**src/hdl/sha256_pkg.sv**
```systemverilog
// shared types, constants and sigma functions for the sha-256 stream hasher
package sha256_pkg;

   typedef logic [31:0] word_type;
   typedef logic [7:0][31:0] vec8_type;

   typedef enum logic [2:0] {
      ST_IDLE,
      ST_COMPRESS,
      ST_FOLD,
      ST_PAD,
      ST_LENGTH,
      ST_EMIT
   } state_type;

   typedef enum logic [1:0] {
      SEL_DATA,
      SEL_PAD,
      SEL_ZERO,
      SEL_LEN
   } byte_sel_type;

   typedef struct packed {
      logic         req_ready;
      logic         rsp_valid;
      logic         byte_en;
      byte_sel_type byte_sel;
      logic [2:0]   len_idx;
      logic         count_inc;
      logic         len_capture;
      logic         work_load;
      logic         round_en;
      logic [5:0]   round_idx;
      logic         fold;
      logic         hash_init;
      logic [2:0]   word_idx;
   } ctrl_type;

   // input beat action codes
   localparam logic ACTION_ABSORB = 1'b0;
   localparam logic ACTION_FINISH = 1'b1;

   localparam logic [7:0] PAD_BYTE = 8'h80;
   localparam logic [5:0] FILL_LAST = 6'd63;
   localparam logic [5:0] FILL_PAD_END = 6'd55;
   localparam logic [5:0] ROUND_LAST = 6'd63;
   localparam logic [2:0] IDX_LAST = 3'd7;

   localparam vec8_type INIT_HASH = {
      32'h5be0cd19, 32'h1f83d9ab, 32'h9b05688c, 32'h510e527f,
      32'ha54ff53a, 32'h3c6ef372, 32'hbb67ae85, 32'h6a09e667
   };

   localparam word_type ROUND_K [64] = '{
      32'h428a2f98, 32'h71374491, 32'hb5c0fbcf, 32'he9b5dba5,
      32'h3956c25b, 32'h59f111f1, 32'h923f82a4, 32'hab1c5ed5,
      32'hd807aa98, 32'h12835b01, 32'h243185be, 32'h550c7dc3,
      32'h72be5d74, 32'h80deb1fe, 32'h9bdc06a7, 32'hc19bf174,
      32'he49b69c1, 32'hefbe4786, 32'h0fc19dc6, 32'h240ca1cc,
      32'h2de92c6f, 32'h4a7484aa, 32'h5cb0a9dc, 32'h76f988da,
      32'h983e5152, 32'ha831c66d, 32'hb00327c8, 32'hbf597fc7,
      32'hc6e00bf3, 32'hd5a79147, 32'h06ca6351, 32'h14292967,
      32'h27b70a85, 32'h2e1b2138, 32'h4d2c6dfc, 32'h53380d13,
      32'h650a7354, 32'h766a0abb, 32'h81c2c92e, 32'h92722c85,
      32'ha2bfe8a1, 32'ha81a664b, 32'hc24b8b70, 32'hc76c51a3,
      32'hd192e819, 32'hd6990624, 32'hf40e3585, 32'h106aa070,
      32'h19a4c116, 32'h1e376c08, 32'h2748774c, 32'h34b0bcb5,
      32'h391c0cb3, 32'h4ed8aa4a, 32'h5b9cca4f, 32'h682e6ff3,
      32'h748f82ee, 32'h78a5636f, 32'h84c87814, 32'h8cc70208,
      32'h90befffa, 32'ha4506ceb, 32'hbef9a3f7, 32'hc67178f2
   };

   function automatic word_type big_sigma0(input word_type x);
      return {x[1:0], x[31:2]} ^ {x[12:0], x[31:13]} ^ {x[21:0], x[31:22]};
   endfunction

   function automatic word_type big_sigma1(input word_type x);
      return {x[5:0], x[31:6]} ^ {x[10:0], x[31:11]} ^ {x[24:0], x[31:25]};
   endfunction

   function automatic word_type small_sigma0(input word_type x);
      return {x[6:0], x[31:7]} ^ {x[17:0], x[31:18]} ^ (x >> 3);
   endfunction

   function automatic word_type small_sigma1(input word_type x);
      return {x[16:0], x[31:17]} ^ {x[18:0], x[31:19]} ^ (x >> 10);
   endfunction

endpackage

```
**src/hdl/sha256_round.sv**
```systemverilog
// one sha-256 compression round, shared across all 64 rounds
module sha256_round (
   input  sha256_pkg::vec8_type  work_in,
   input  sha256_pkg::word_type  k_in,
   input  sha256_pkg::word_type  w_in,
   output sha256_pkg::vec8_type  work_out
);

   sha256_pkg::word_type ch;
   sha256_pkg::word_type mj;
   sha256_pkg::word_type x1;
   sha256_pkg::word_type x2;

   always_comb begin
      ch = (work_in[4] & work_in[5]) ^ (~work_in[4] & work_in[6]);
      mj = (work_in[0] & work_in[1]) ^ (work_in[0] & work_in[2]) ^ (work_in[1] & work_in[2]);
      x1 = work_in[7] + sha256_pkg::big_sigma1(work_in[4]) + ch + k_in + w_in;
      x2 = sha256_pkg::big_sigma0(work_in[0]) + mj;
      work_out[7] = work_in[6];
      work_out[6] = work_in[5];
      work_out[5] = work_in[4];
      work_out[4] = work_in[3] + x1;
      work_out[3] = work_in[2];
      work_out[2] = work_in[1];
      work_out[1] = work_in[0];
      work_out[0] = x1 + x2;
   end

endmodule

```
**src/hdl/sha256_sched.sv**
```systemverilog
// 16-word message window: byte-wise fill, then word-wise schedule expansion
module sha256_sched (
   input  logic                 clock,
   input  logic                 byte_en,
   input  logic [7:0]           byte_in,
   input  logic                 step_en,
   output sha256_pkg::word_type w_out
);

   sha256_pkg::word_type w_ff [16];
   sha256_pkg::word_type w_in [16];
   sha256_pkg::word_type w_new;

   always_comb begin
      w_new = sha256_pkg::small_sigma1(w_ff[14]) + w_ff[9] +
              sha256_pkg::small_sigma0(w_ff[1]) + w_ff[0];
      for (int i = 0; i < 16; i++) begin
         w_in[i] = w_ff[i];
      end
      if (byte_en) begin
         for (int i = 0; i < 15; i++) begin
            w_in[i] = {w_ff[i][23:0], w_ff[i + 1][31:24]};
         end
         w_in[15] = {w_ff[15][23:0], byte_in};
      end else if (step_en) begin
         for (int i = 0; i < 15; i++) begin
            w_in[i] = w_ff[i + 1];
         end
         w_in[15] = w_new;
      end
   end

   always_ff @(posedge clock) begin
      w_ff <= w_in;
   end

   assign w_out = w_ff[0];

endmodule

```
**src/hdl/sha256_fsm.sv**
```systemverilog
// sequencer: absorb, padding, length, 64 rounds, fold and digest emission
module sha256_fsm (
   input  logic                 clock,
   input  logic                 reset,
   input  logic                 req_valid,
   input  logic                 req_action,
   input  logic                 rsp_ready,
   input  logic [5:0]           fill,
   output sha256_pkg::ctrl_type ctrl
);

   sha256_pkg::state_type state_ff, state_in;
   sha256_pkg::state_type ret_ff, ret_in;
   logic [5:0] round_ff, round_in;
   logic [5:0] pos_ff, pos_in;
   logic       first_ff, first_in;
   logic [2:0] lidx_ff, lidx_in;
   logic [2:0] widx_ff, widx_in;
   logic       req_fire;
   logic       rsp_fire;

   assign req_fire = req_valid && (state_ff == sha256_pkg::ST_IDLE);
   assign rsp_fire = rsp_ready && (state_ff == sha256_pkg::ST_EMIT);

   // next state
   always_comb begin
      state_in = state_ff;
      ret_in = ret_ff;
      case (state_ff)
         sha256_pkg::ST_IDLE: begin
            if (req_fire) begin
               if (req_action == sha256_pkg::ACTION_FINISH) begin
                  state_in = sha256_pkg::ST_PAD;
               end else if (fill == sha256_pkg::FILL_LAST) begin
                  state_in = sha256_pkg::ST_COMPRESS;
                  ret_in = sha256_pkg::ST_IDLE;
               end
            end
         end
         sha256_pkg::ST_COMPRESS: begin
            if (round_ff == sha256_pkg::ROUND_LAST) begin
               state_in = sha256_pkg::ST_FOLD;
            end
         end
         sha256_pkg::ST_FOLD: begin
            state_in = ret_ff;
         end
         sha256_pkg::ST_PAD: begin
            if (pos_ff == sha256_pkg::FILL_LAST) begin
               state_in = sha256_pkg::ST_COMPRESS;
               ret_in = sha256_pkg::ST_PAD;
            end else if (pos_ff == sha256_pkg::FILL_PAD_END) begin
               state_in = sha256_pkg::ST_LENGTH;
            end
         end
         sha256_pkg::ST_LENGTH: begin
            if (lidx_ff == sha256_pkg::IDX_LAST) begin
               state_in = sha256_pkg::ST_COMPRESS;
               ret_in = sha256_pkg::ST_EMIT;
            end
         end
         sha256_pkg::ST_EMIT: begin
            if (rsp_fire && (widx_ff == sha256_pkg::IDX_LAST)) begin
               state_in = sha256_pkg::ST_IDLE;
            end
         end
         default: begin
            state_in = sha256_pkg::ST_IDLE;
         end
      endcase
   end

   // counters
   always_comb begin
      round_in = (state_ff == sha256_pkg::ST_COMPRESS) ? round_ff + 6'd1 : '0;
      lidx_in = (state_ff == sha256_pkg::ST_LENGTH) ? lidx_ff + 3'd1 : '0;
      widx_in = widx_ff;
      if (state_ff != sha256_pkg::ST_EMIT) begin
         widx_in = '0;
      end else if (rsp_fire) begin
         widx_in = widx_ff + 3'd1;
      end
      pos_in = pos_ff;
      first_in = first_ff;
      if (req_fire && (req_action == sha256_pkg::ACTION_FINISH)) begin
         pos_in = fill;
         first_in = 1'b1;
      end else if (state_ff == sha256_pkg::ST_PAD) begin
         pos_in = pos_ff + 6'd1;
         first_in = 1'b0;
      end
   end

   // outputs
   always_comb begin
      ctrl = '0;
      ctrl.byte_sel = sha256_pkg::SEL_DATA;
      ctrl.len_idx = lidx_ff;
      ctrl.round_idx = round_ff;
      ctrl.word_idx = widx_ff;
      case (state_ff)
         sha256_pkg::ST_IDLE: begin
            ctrl.req_ready = 1'b1;
            if (req_fire) begin
               if (req_action == sha256_pkg::ACTION_FINISH) begin
                  ctrl.len_capture = 1'b1;
               end else begin
                  ctrl.byte_en = 1'b1;
                  ctrl.count_inc = 1'b1;
                  ctrl.work_load = (fill == sha256_pkg::FILL_LAST);
               end
            end
         end
         sha256_pkg::ST_COMPRESS: begin
            ctrl.round_en = 1'b1;
         end
         sha256_pkg::ST_FOLD: begin
            ctrl.fold = 1'b1;
         end
         sha256_pkg::ST_PAD: begin
            ctrl.byte_en = 1'b1;
            ctrl.byte_sel = first_ff ? sha256_pkg::SEL_PAD : sha256_pkg::SEL_ZERO;
            ctrl.work_load = (pos_ff == sha256_pkg::FILL_LAST);
         end
         sha256_pkg::ST_LENGTH: begin
            ctrl.byte_en = 1'b1;
            ctrl.byte_sel = sha256_pkg::SEL_LEN;
            ctrl.work_load = (lidx_ff == sha256_pkg::IDX_LAST);
         end
         sha256_pkg::ST_EMIT: begin
            ctrl.rsp_valid = 1'b1;
            ctrl.hash_init = rsp_fire && (widx_ff == sha256_pkg::IDX_LAST);
         end
         default: begin
            ctrl.req_ready = 1'b0;
         end
      endcase
   end

   always_ff @(posedge clock) begin
      if (reset) begin
         state_ff <= sha256_pkg::ST_IDLE;
         ret_ff <= sha256_pkg::ST_IDLE;
         round_ff <= '0;
         pos_ff <= '0;
         first_ff <= 1'b0;
         lidx_ff <= '0;
         widx_ff <= '0;
      end else begin
         state_ff <= state_in;
         ret_ff <= ret_in;
         round_ff <= round_in;
         pos_ff <= pos_in;
         first_ff <= first_in;
         lidx_ff <= lidx_in;
         widx_ff <= widx_in;
      end
   end

endmodule

```
**src/hdl/sha256_stream_hasher_core.sv**
```systemverilog
// sha-256 byte-stream hasher top level: chaining state, counters and stream ports
// absorb beat: one byte; one that completes a block also runs the rounds and the fold
// finish beat: pad marker, zeros to byte 55 and 8 length bytes, then rounds and fold;
//   with fill 56 or more, padding first fills, compresses and folds an extra block
// then 8 digest beats, one per ready cycle; the single round unit does one round per cycle
// reset loads the initial hash values, clears the byte count and returns to idle
// the block accepts no beat while compressing, folding, padding, sending the length or emitting the digest
module sha256_stream_hasher_core (
   input  logic        clock,
   input  logic        reset,
   input  logic        req_tvalid,
   output logic        req_tready,
   input  logic [7:0]  req_tdata,   // [7:0] data_byte
   input  logic [0:0]  req_tuser,   // [0] action: 0 absorb, 1 finish
   output logic        rsp_tvalid,
   input  logic        rsp_tready,
   output logic [39:0] rsp_tdata,   // [31:0] digest_word, [34:32] word_index, [39:35] zero
   output logic        rsp_tlast    // last_word
);

   sha256_pkg::ctrl_type ctrl;

   // chaining state and working variables a..h (index 0 is a)
   sha256_pkg::vec8_type hash_ff, hash_in;
   sha256_pkg::vec8_type work_ff, work_in;
   sha256_pkg::vec8_type work_next;

   // byte count wraps modulo 2^61, so the bit length wraps modulo 2^64
   logic [60:0]     count_ff, count_in;
   logic [7:0][7:0] len_ff, len_in;

   logic [7:0]           shift_byte;
   sha256_pkg::word_type w_t;
   sha256_pkg::word_type k_t;

   sha256_fsm u_fsm (
      .clock      (clock),
      .reset      (reset),
      .req_valid  (req_tvalid),
      .req_action (req_tuser[0]),
      .rsp_ready  (rsp_tready),
      .fill       (count_ff[5:0]),
      .ctrl       (ctrl)
   );

   // byte fed into the message window: data, padding marker, zero or length
   always_comb begin
      case (ctrl.byte_sel)
         sha256_pkg::SEL_DATA: shift_byte = req_tdata;
         sha256_pkg::SEL_PAD:  shift_byte = sha256_pkg::PAD_BYTE;
         sha256_pkg::SEL_ZERO: shift_byte = 8'h00;
         sha256_pkg::SEL_LEN:  shift_byte = len_ff[sha256_pkg::IDX_LAST - ctrl.len_idx];
         default:              shift_byte = 8'h00;
      endcase
   end

   sha256_sched u_sched (
      .clock   (clock),
      .byte_en (ctrl.byte_en),
      .byte_in (shift_byte),
      .step_en (ctrl.round_en),
      .w_out   (w_t)
   );

   assign k_t = sha256_pkg::ROUND_K[ctrl.round_idx];

   sha256_round u_round (
      .work_in  (work_ff),
      .k_in     (k_t),
      .w_in     (w_t),
      .work_out (work_next)
   );

   always_comb begin
      work_in = work_ff;
      if (ctrl.work_load) begin
         work_in = hash_ff;
      end else if (ctrl.round_en) begin
         work_in = work_next;
      end
   end

   // fold the finished rounds into the chaining state; re-init after the digest
   always_comb begin
      hash_in = hash_ff;
      if (ctrl.fold) begin
         for (int i = 0; i < 8; i++) begin
            hash_in[i] = hash_ff[i] + work_ff[i];
         end
      end else if (ctrl.hash_init) begin
         hash_in = sha256_pkg::INIT_HASH;
      end
   end

   always_comb begin
      count_in = count_ff;
      if (ctrl.hash_init) begin
         count_in = '0;
      end else if (ctrl.count_inc) begin
         count_in = count_ff + 61'd1;
      end
      len_in = len_ff;
      if (ctrl.len_capture) begin
         len_in = {count_ff, 3'b000};
      end
   end

   always_ff @(posedge clock) begin
      if (reset) begin
         hash_ff <= sha256_pkg::INIT_HASH;
         count_ff <= '0;
      end else begin
         hash_ff <= hash_in;
         count_ff <= count_in;
      end
   end

   always_ff @(posedge clock) begin
      work_ff <= work_in;
      len_ff <= len_in;
   end

   // digest words are read straight from the chaining state while emitting
   assign req_tready = ctrl.req_ready;
   assign rsp_tvalid = ctrl.rsp_valid;
   assign rsp_tdata = {5'b00000, ctrl.word_idx, hash_ff[ctrl.word_idx]};
   assign rsp_tlast = (ctrl.word_idx == sha256_pkg::IDX_LAST);

   // never both sides open at once
   assert property (@(posedge clock) disable iff (reset)
      rsp_tvalid |-> !req_tready)
      else $error("ready while emitting digest");

   // a digest always starts at word zero
   assert property (@(posedge clock) disable iff (reset)
      $rose(rsp_tvalid) |-> (rsp_tdata[34:32] == 3'd0))
      else $error("digest does not start at word zero");

   // a byte that fills the block starts a compression
   assert property (@(posedge clock) disable iff (reset)
      (req_tvalid && req_tready && (req_tuser[0] == sha256_pkg::ACTION_ABSORB) &&
       (count_ff[5:0] == sha256_pkg::FILL_LAST))
      |=> (!req_tready && (count_ff[5:0] == 6'd0)))
      else $error("full block not compressed");

   // after the final digest word the block is idle with fresh state
   assert property (@(posedge clock) disable iff (reset)
      (rsp_tvalid && rsp_tready && rsp_tlast)
      |=> (req_tready && (count_ff == '0) && (hash_ff == sha256_pkg::INIT_HASH)))
      else $error("state not re-initialized after digest");

endmodule

```
**config.mk**
```make
export PLATFORM = sky130hd
export DESIGN_NAME = sha256_stream_hasher_core
export DESIGN_NICKNAME = d
export VERILOG_FILES = /design/src/hdl/sha256_pkg.sv /design/src/hdl/sha256_round.sv /design/src/hdl/sha256_sched.sv /design/src/hdl/sha256_fsm.sv /design/src/hdl/sha256_stream_hasher_core.sv
export SDC_FILE = /design/constraint.sdc
export NUM_CORES = 2
export LEC_CHECK = 0
export BUFFER_PORTS_ARGS = -buffer_cell sky130_fd_sc_hd__buf_2
export CAP_MARGIN = 20
export CORE_ASPECT_RATIO = 0.7
export CORE_MARGIN = 2
export CORE_UTILIZATION = 25
export DETAILED_ROUTE_END_ITERATION = 10
export HOLD_SLACK_MARGIN = 0.08
export PLACE_DENSITY = 0.48
export SYNTH_ARGS = -nofsm -noshare
export SYNTH_HDL_FRONTEND = slang
export SYNTH_HIERARCHICAL = 1
export SYNTH_SLANG_ARGS = --single-unit
export TNS_END_PERCENT = 30
```
**constraint.sdc**
```tcl
create_clock -name clock -period 10.67 [get_ports clock]
set_input_delay 1.6005 -clock clock [delete_from_list [all_inputs] [get_ports clock]]
set_output_delay 1.6005 -clock clock [all_outputs]
set_load 0.05 [all_outputs]
```
Yosys cells after proc, flatten, opt, wreduce, memory -nomap -nowiden
Memory sizes are Yosys's and may differ from the RTL's. Cells that the tools add are included.

$add $sub $neg: 24. Multiply operators: 0. Divide/modulo/power cells: 0. Order comparisons: 3. Equal/unequal tests: 24. Shift operators: 0. Muxes and demuxes: 47. Bitwise gates (word level): 20. Reduce and logical (&&, ||, !) cells: 18.

Operators with widths (number): two-way mux 256 bit (4); two-way mux 512 bit (2); adder 32 bit (18); XOR 32 bit (9); bitwise AND 32 bit (5); binary-select mux 32 bit (select 3 bit) (1); two-way mux 32 bit (3); adder 61 x 1 -> 61 bit (second input constant) (1); two-way mux 3 bit (14); inverter 32 bit (1); one-hot mux 8 bit (4 select lines) (1); XOR 32 x 22 -> 32 bit (1); XOR 32 x 29 -> 32 bit (1); binary-select mux 8 bit (select 3 bit) (1); == test 6 bit (second input constant) (4); one-hot mux 3 bit (6 select lines) (1); adder 6 x 1 -> 6 bit (second input constant) (2); == test 3 bit (second input constant) (4); two-way mux 6 bit (2); AND reduction 6 bit (2); two-way mux 1 bit (11); OR reduction 2 bit (5); one-hot mux 3 bit (3 select lines) (1); less-than comparator 3 x 4 -> 1 bit (second input constant) (2); 23 further kinds (40).

Flip-flop bits (word level): 1171. Latch bits: 0. Bits in writable memories: 0. Memory bits (read-only): 2048. Bits of input ports: 13. Output and inout bits: 43. Word-level logic and storage cells: 185. Memories kept: 1.

Memory list: (name not given) (depth 64, bits a word 32, read ports 1, clocked after Yosys merged registers in 0, write ports 0, RTL line sha256_stream_hasher_core.sv:65) `assign k_t = sha256_pkg::ROUND_K[ctrl.round_idx];`.

Depth between registers and ports, before layout
Depth after elaboration: 9. Gate-level depth with buffers: 39. Mapped depth without buffers: 38.

Modules after synthesis
Netlist, hierarchy kept.

Modules (own cells, without submodules): sha256_stream_hasher_core (instances 1, cells an instance 4299, area each 41614.9 um2, sequential area each 15865.2 um2); sha256_sched (instances 1, cells an instance 1757, area each 26201.4 um2, sequential area each 15374.7 um2); sha256_round (instances 1, cells an instance 1359, area each 11096.9 um2, sequential area each 0.0 um2); sha256_fsm (instances 1, cells an instance 148, area each 1313.8 um2, sequential area each 500.5 um2).

Worst setup path after synthesis
No wires, ideal clock.

Path type: input to register. Start point: in req_tuser. End point: reg u_sched/w_ff[0] (netlist name) (enable). Data arrival time: 9.108 ns. Required time: 10.003 ns. Path slack: 0.895 ns. Stages: 7. Buffers on the path: 3. Path through: nor4_1 and2_2 or3_1 clkbuf_1 clkbuf_1 clkbuf_1 or2_2.

RTL lines: from (decl) (RTL line sha256_stream_hasher_core.sv:14) `input logic [0:0] req_tuser,`; to (signal assigned) (RTL line sha256_sched.sv:34) `w_ff <= w_in;`; to (decl) (RTL line sha256_sched.sv:10) `sha256_pkg::word_type w_ff [16];`.

==> summary.txt <==
Timing
  • Clk_skew: 0.118 ns
  • Fin. Hold Viols: 0
  • Worst rel slew slack: between 10% and 20%
  • Minimum clock period: just under 10 ns
  • RSZ-0062 raised after global routing: no
  • Slew at the pin with the worst max-slew slack: about 1.3 ns
  • Max-slew violations: 0
  • Final Cycle Share: ~93%
  • Final setup violation count: 0
  • Setup TNS: 0 ns
  • Maximum clock rate: slightly above 0.1 GHz

Yosys
  • Predominant post-synthesis flop cell: edfxtp_1
  • Synth async-reset ratio: 0%
  • #FFs+latches synth: roughly 1200
  • Unique masters post-synth: between 100 and 150
  • Mapped Cells: around 7600
  • EDFF count, synth: about 830
  • Mean Syn Cell Area: around 11 sq um
  • Synth Warn #: 6
  • Post-synthesis sequential area ratio: roughly 40%
  • Synthesized area: 0.0802 sq mm

Critical path
  • Largest stage delay on the critical path: a little under 0.6 ns
  • Max FO, Critical Path: 47
  • Top cell by count, worst path: fa_1
  • Crit. End Element: flop
  • Startpoint types: flop
  • Crit path required time: ~11 ns
  • Worst path arrival time: between 10 and 15 ns
  • CP max-delay cell: dfxtp_4
  • Setup Crit Path Kind: reg -> reg

Global routing
  • Grt total ovfl: 0
  • First-pass GRT wire length: between 300000 and 400000 um
  • Total GRT Usage: 16.1%
  • Largest net degree at the start of global routing: roughly 200
  • Vias in the first global route: roughly 55000
  • Initial antenna violation count: 13

Detailed routing
  • DR iter-0 viols: approximately 6400
  • Via Count: between 50000 and 60000
  • Via density per instance: 5.01
  • Residual DRC: 0
  • Routed length per placed instance: ~23 um
  • Final wirelength: ~270000 um
  • Detailed Routing Iterations Pass 1: 6
  • Detail Route Antenna Nets: 0

Clock network
  • CTS tree: yes
  • Clk sink count: between 1000 and 1500
  • Num CTS Buffers: 146
  • H-tree depth: 4
  • Clock Path Buffers: 4
  • Clk root buf: clkbuf_16
  • # hold bufs at CTS: 0
  • # resized after CTS: 0
  • Post-CTS Setup Repair Bufs: 0
  • Skew-Pair Late Insertion Delay: ~0.84 ns
  • Worst-path clk slew: 0.07 ns

Die
  • Die W: a little under 700 um
  • Core area: 0.318 sq mm
  • DIE AREA: 0.326 sq mm
  • Site Rows: between 150 and 200
  • Die Span Y: about 480 um
  • IO Count: 56
  • Initial core utilization: between 20 and 30%

Placement
  • Port bufs: 50
  • Post-DP HPWL: 203000 um
  • GP Congestion: between 0.9 and 1

Finish
  • Layout cells sized above 1: roughly 18%
  • Fillers: ~33000
  • Multi-input logic area: ~0.044 sq mm
  • Final #Nets: about 7900
  • Register area: approximately 0.032 sq mm
  • Area grow syn2layout: 10.1%

Hold path
  • Min-delay worst type: reg -> reg

Outcome
  • Run status: complete, no violations

Flow run
  • Max cap viols: 0
-- critical path: cells and delay by family (launching register included) --
| family | cells | cell delay [ns] |
|---|---|---|
| AO/OA/AOI/OAI | 11 | 3.24 |
| adder cells (fa/ha/maj) | 7 | 2.89 |
| AND/OR/NAND/NOR | 6 | 1.42 |
| buffers and inverters | 4 | 0.80 |
| flip-flops | 1 | 0.59 |
| XOR/XNOR | 2 | 0.35 |
| multiplexers | 1 | 0.26 |
-- placed cells by master, fill, tap and decap left out, drive strengths merged, types with 39 or more instances in the layout --
master,n
o21ai,386
nand3,99
o211ai,40
o21a,48
a21o,218
dfxtp,342
nand2b,64
o31ai,68
clkbuf,187
a31oi,58
and3,68
buf,153
clkinv,48
xor2,212
mux4,82
nor3b,63
nor2b,52
xnor2,400
a211oi,45
a21oi,510
o21bai,46
nand2,492
ha,395
nand4,70
nor3,116
nor2,409
inv,463
or3,39
edfxtp,829
mux2,780
fa,195
-- flip-flops by register name, summed over array words and instances, names as in the netlist, 3 cells and up --
| name | count |
|---|---|
| u_fsm/round_ff | 6 |
| u_sched/w_ff | 480 |
| u_fsm/pos_ff | 6 |
| u_sched/w_out | 32 |
| u_fsm/state_ff | 3 |
| u_fsm/lidx_ff | 3 |
| u_fsm/widx_ff | 3 |
| hash_ff | 256 |
| u_fsm/ret_ff | 3 |
| work_ff | 256 |
| len_ff | 61 |
| count_ff | 61 |
-- stage by stage --
stage	setup WS (ns)	area, sq um	instances	hold WS [ns]	utilization, %
2_1_floorplan	0.895	80200	7567	0.417	-
3_3_place_gp	1.08	83800	11400	0.436	26.3
3_5_place_dp	1.11	83800	11500	0.455	26.3
4_1_cts	1.05	88300	11700	0.469	27.7
5_1_grt	0.383	88300	11700	0.481	27.7
6_report	0.770	88300	11700	0.467	27.7
-- worst paths after layout --
kind,endpoint,cells past startpoint,slack [ns],startpoint
worst max-delay path,work_ff[30]$_DFFE_PP_,31,0.77,u_fsm/round_ff[2]$_SDFF_PP0_
worst min register to register,len_ff[63]$_DFFE_PP_,0,0.47,count_ff[60]$_SDFFE_PP0P_
worst max register to register,work_ff[30]$_DFFE_PP_,31,0.77,u_fsm/round_ff[2]$_SDFF_PP0_
worst min-delay path,len_ff[63]$_DFFE_PP_,0,0.47,count_ff[60]$_SDFFE_PP0P_
-- Yosys cell counts, drive strengths merged, types with 46 or more instances --
library cell	count	area share, %
mux2	780	11
nand2b	64	0.50
xnor2	400	4.4
dfxtp	342	8.5
mux4	82	2.3
o31ai	68	0.67
inv	459	2.1
a21oi	510	3.2
buf	292	2.5
a31oi	58	0.47
nor3	116	0.74
nor2b	52	0.41
fa	195	4.9
ha	395	6.2
a21o	218	2.0
nor3b	63	0.61
edfxtp	829	31
nor2	409	1.9
o21ai	386	2.4
clkbuf	263	1.2
o21bai	46	0.44
nand2	492	2.3
nand4	70	0.55
o21a	48	0.45
nand3	99	0.63
xor2	212	2.3
and3	68	0.53
-- layer usage --
| metal | GRT usage, % | part of all wire, % | up-vias |
|---|---|---|---|
| li1 | - | - | 26800 |
| met1 | 26.6 | 53 | 29600 |
| met2 | 20.9 | 38 | 2014 |
| met3 | 3.20 | 7.6 | 246 |
| met4 | 2.70 | 1.4 | 2 |
| met5 | 0 | 0.0026 | - |
-- cell families after synthesis --
logic type	synth area share, %
AOI/OAI and AO/OA	13.3
and+or+nand+nor	9.56
DFF	39.6
buffers and inverters	5.92
muxes	13.7
xor gates and xnor gates	6.69
adders and majority gates	11.3
other	0.00467
-- final cells by class --
| cell class | instances | area share (%) |
|---|---|---|
| well taps | 4287 | 6.07 |
| multi-input cells | 5380 | 49.6 |
| inverters | 461 | 1.96 |
| repair buffers | 154 | 1.28 |
| clock inverters | 67 | 0.674 |
| clock buffers | 186 | 4.46 |
| diodes | 5 | 0.0142 |
| flip-flops and latches | 1171 | 36.0 |
Power is left out: the tool's default activity adds up to more than one toggle a clock period on the data nets, which glitch-free logic cannot reach.
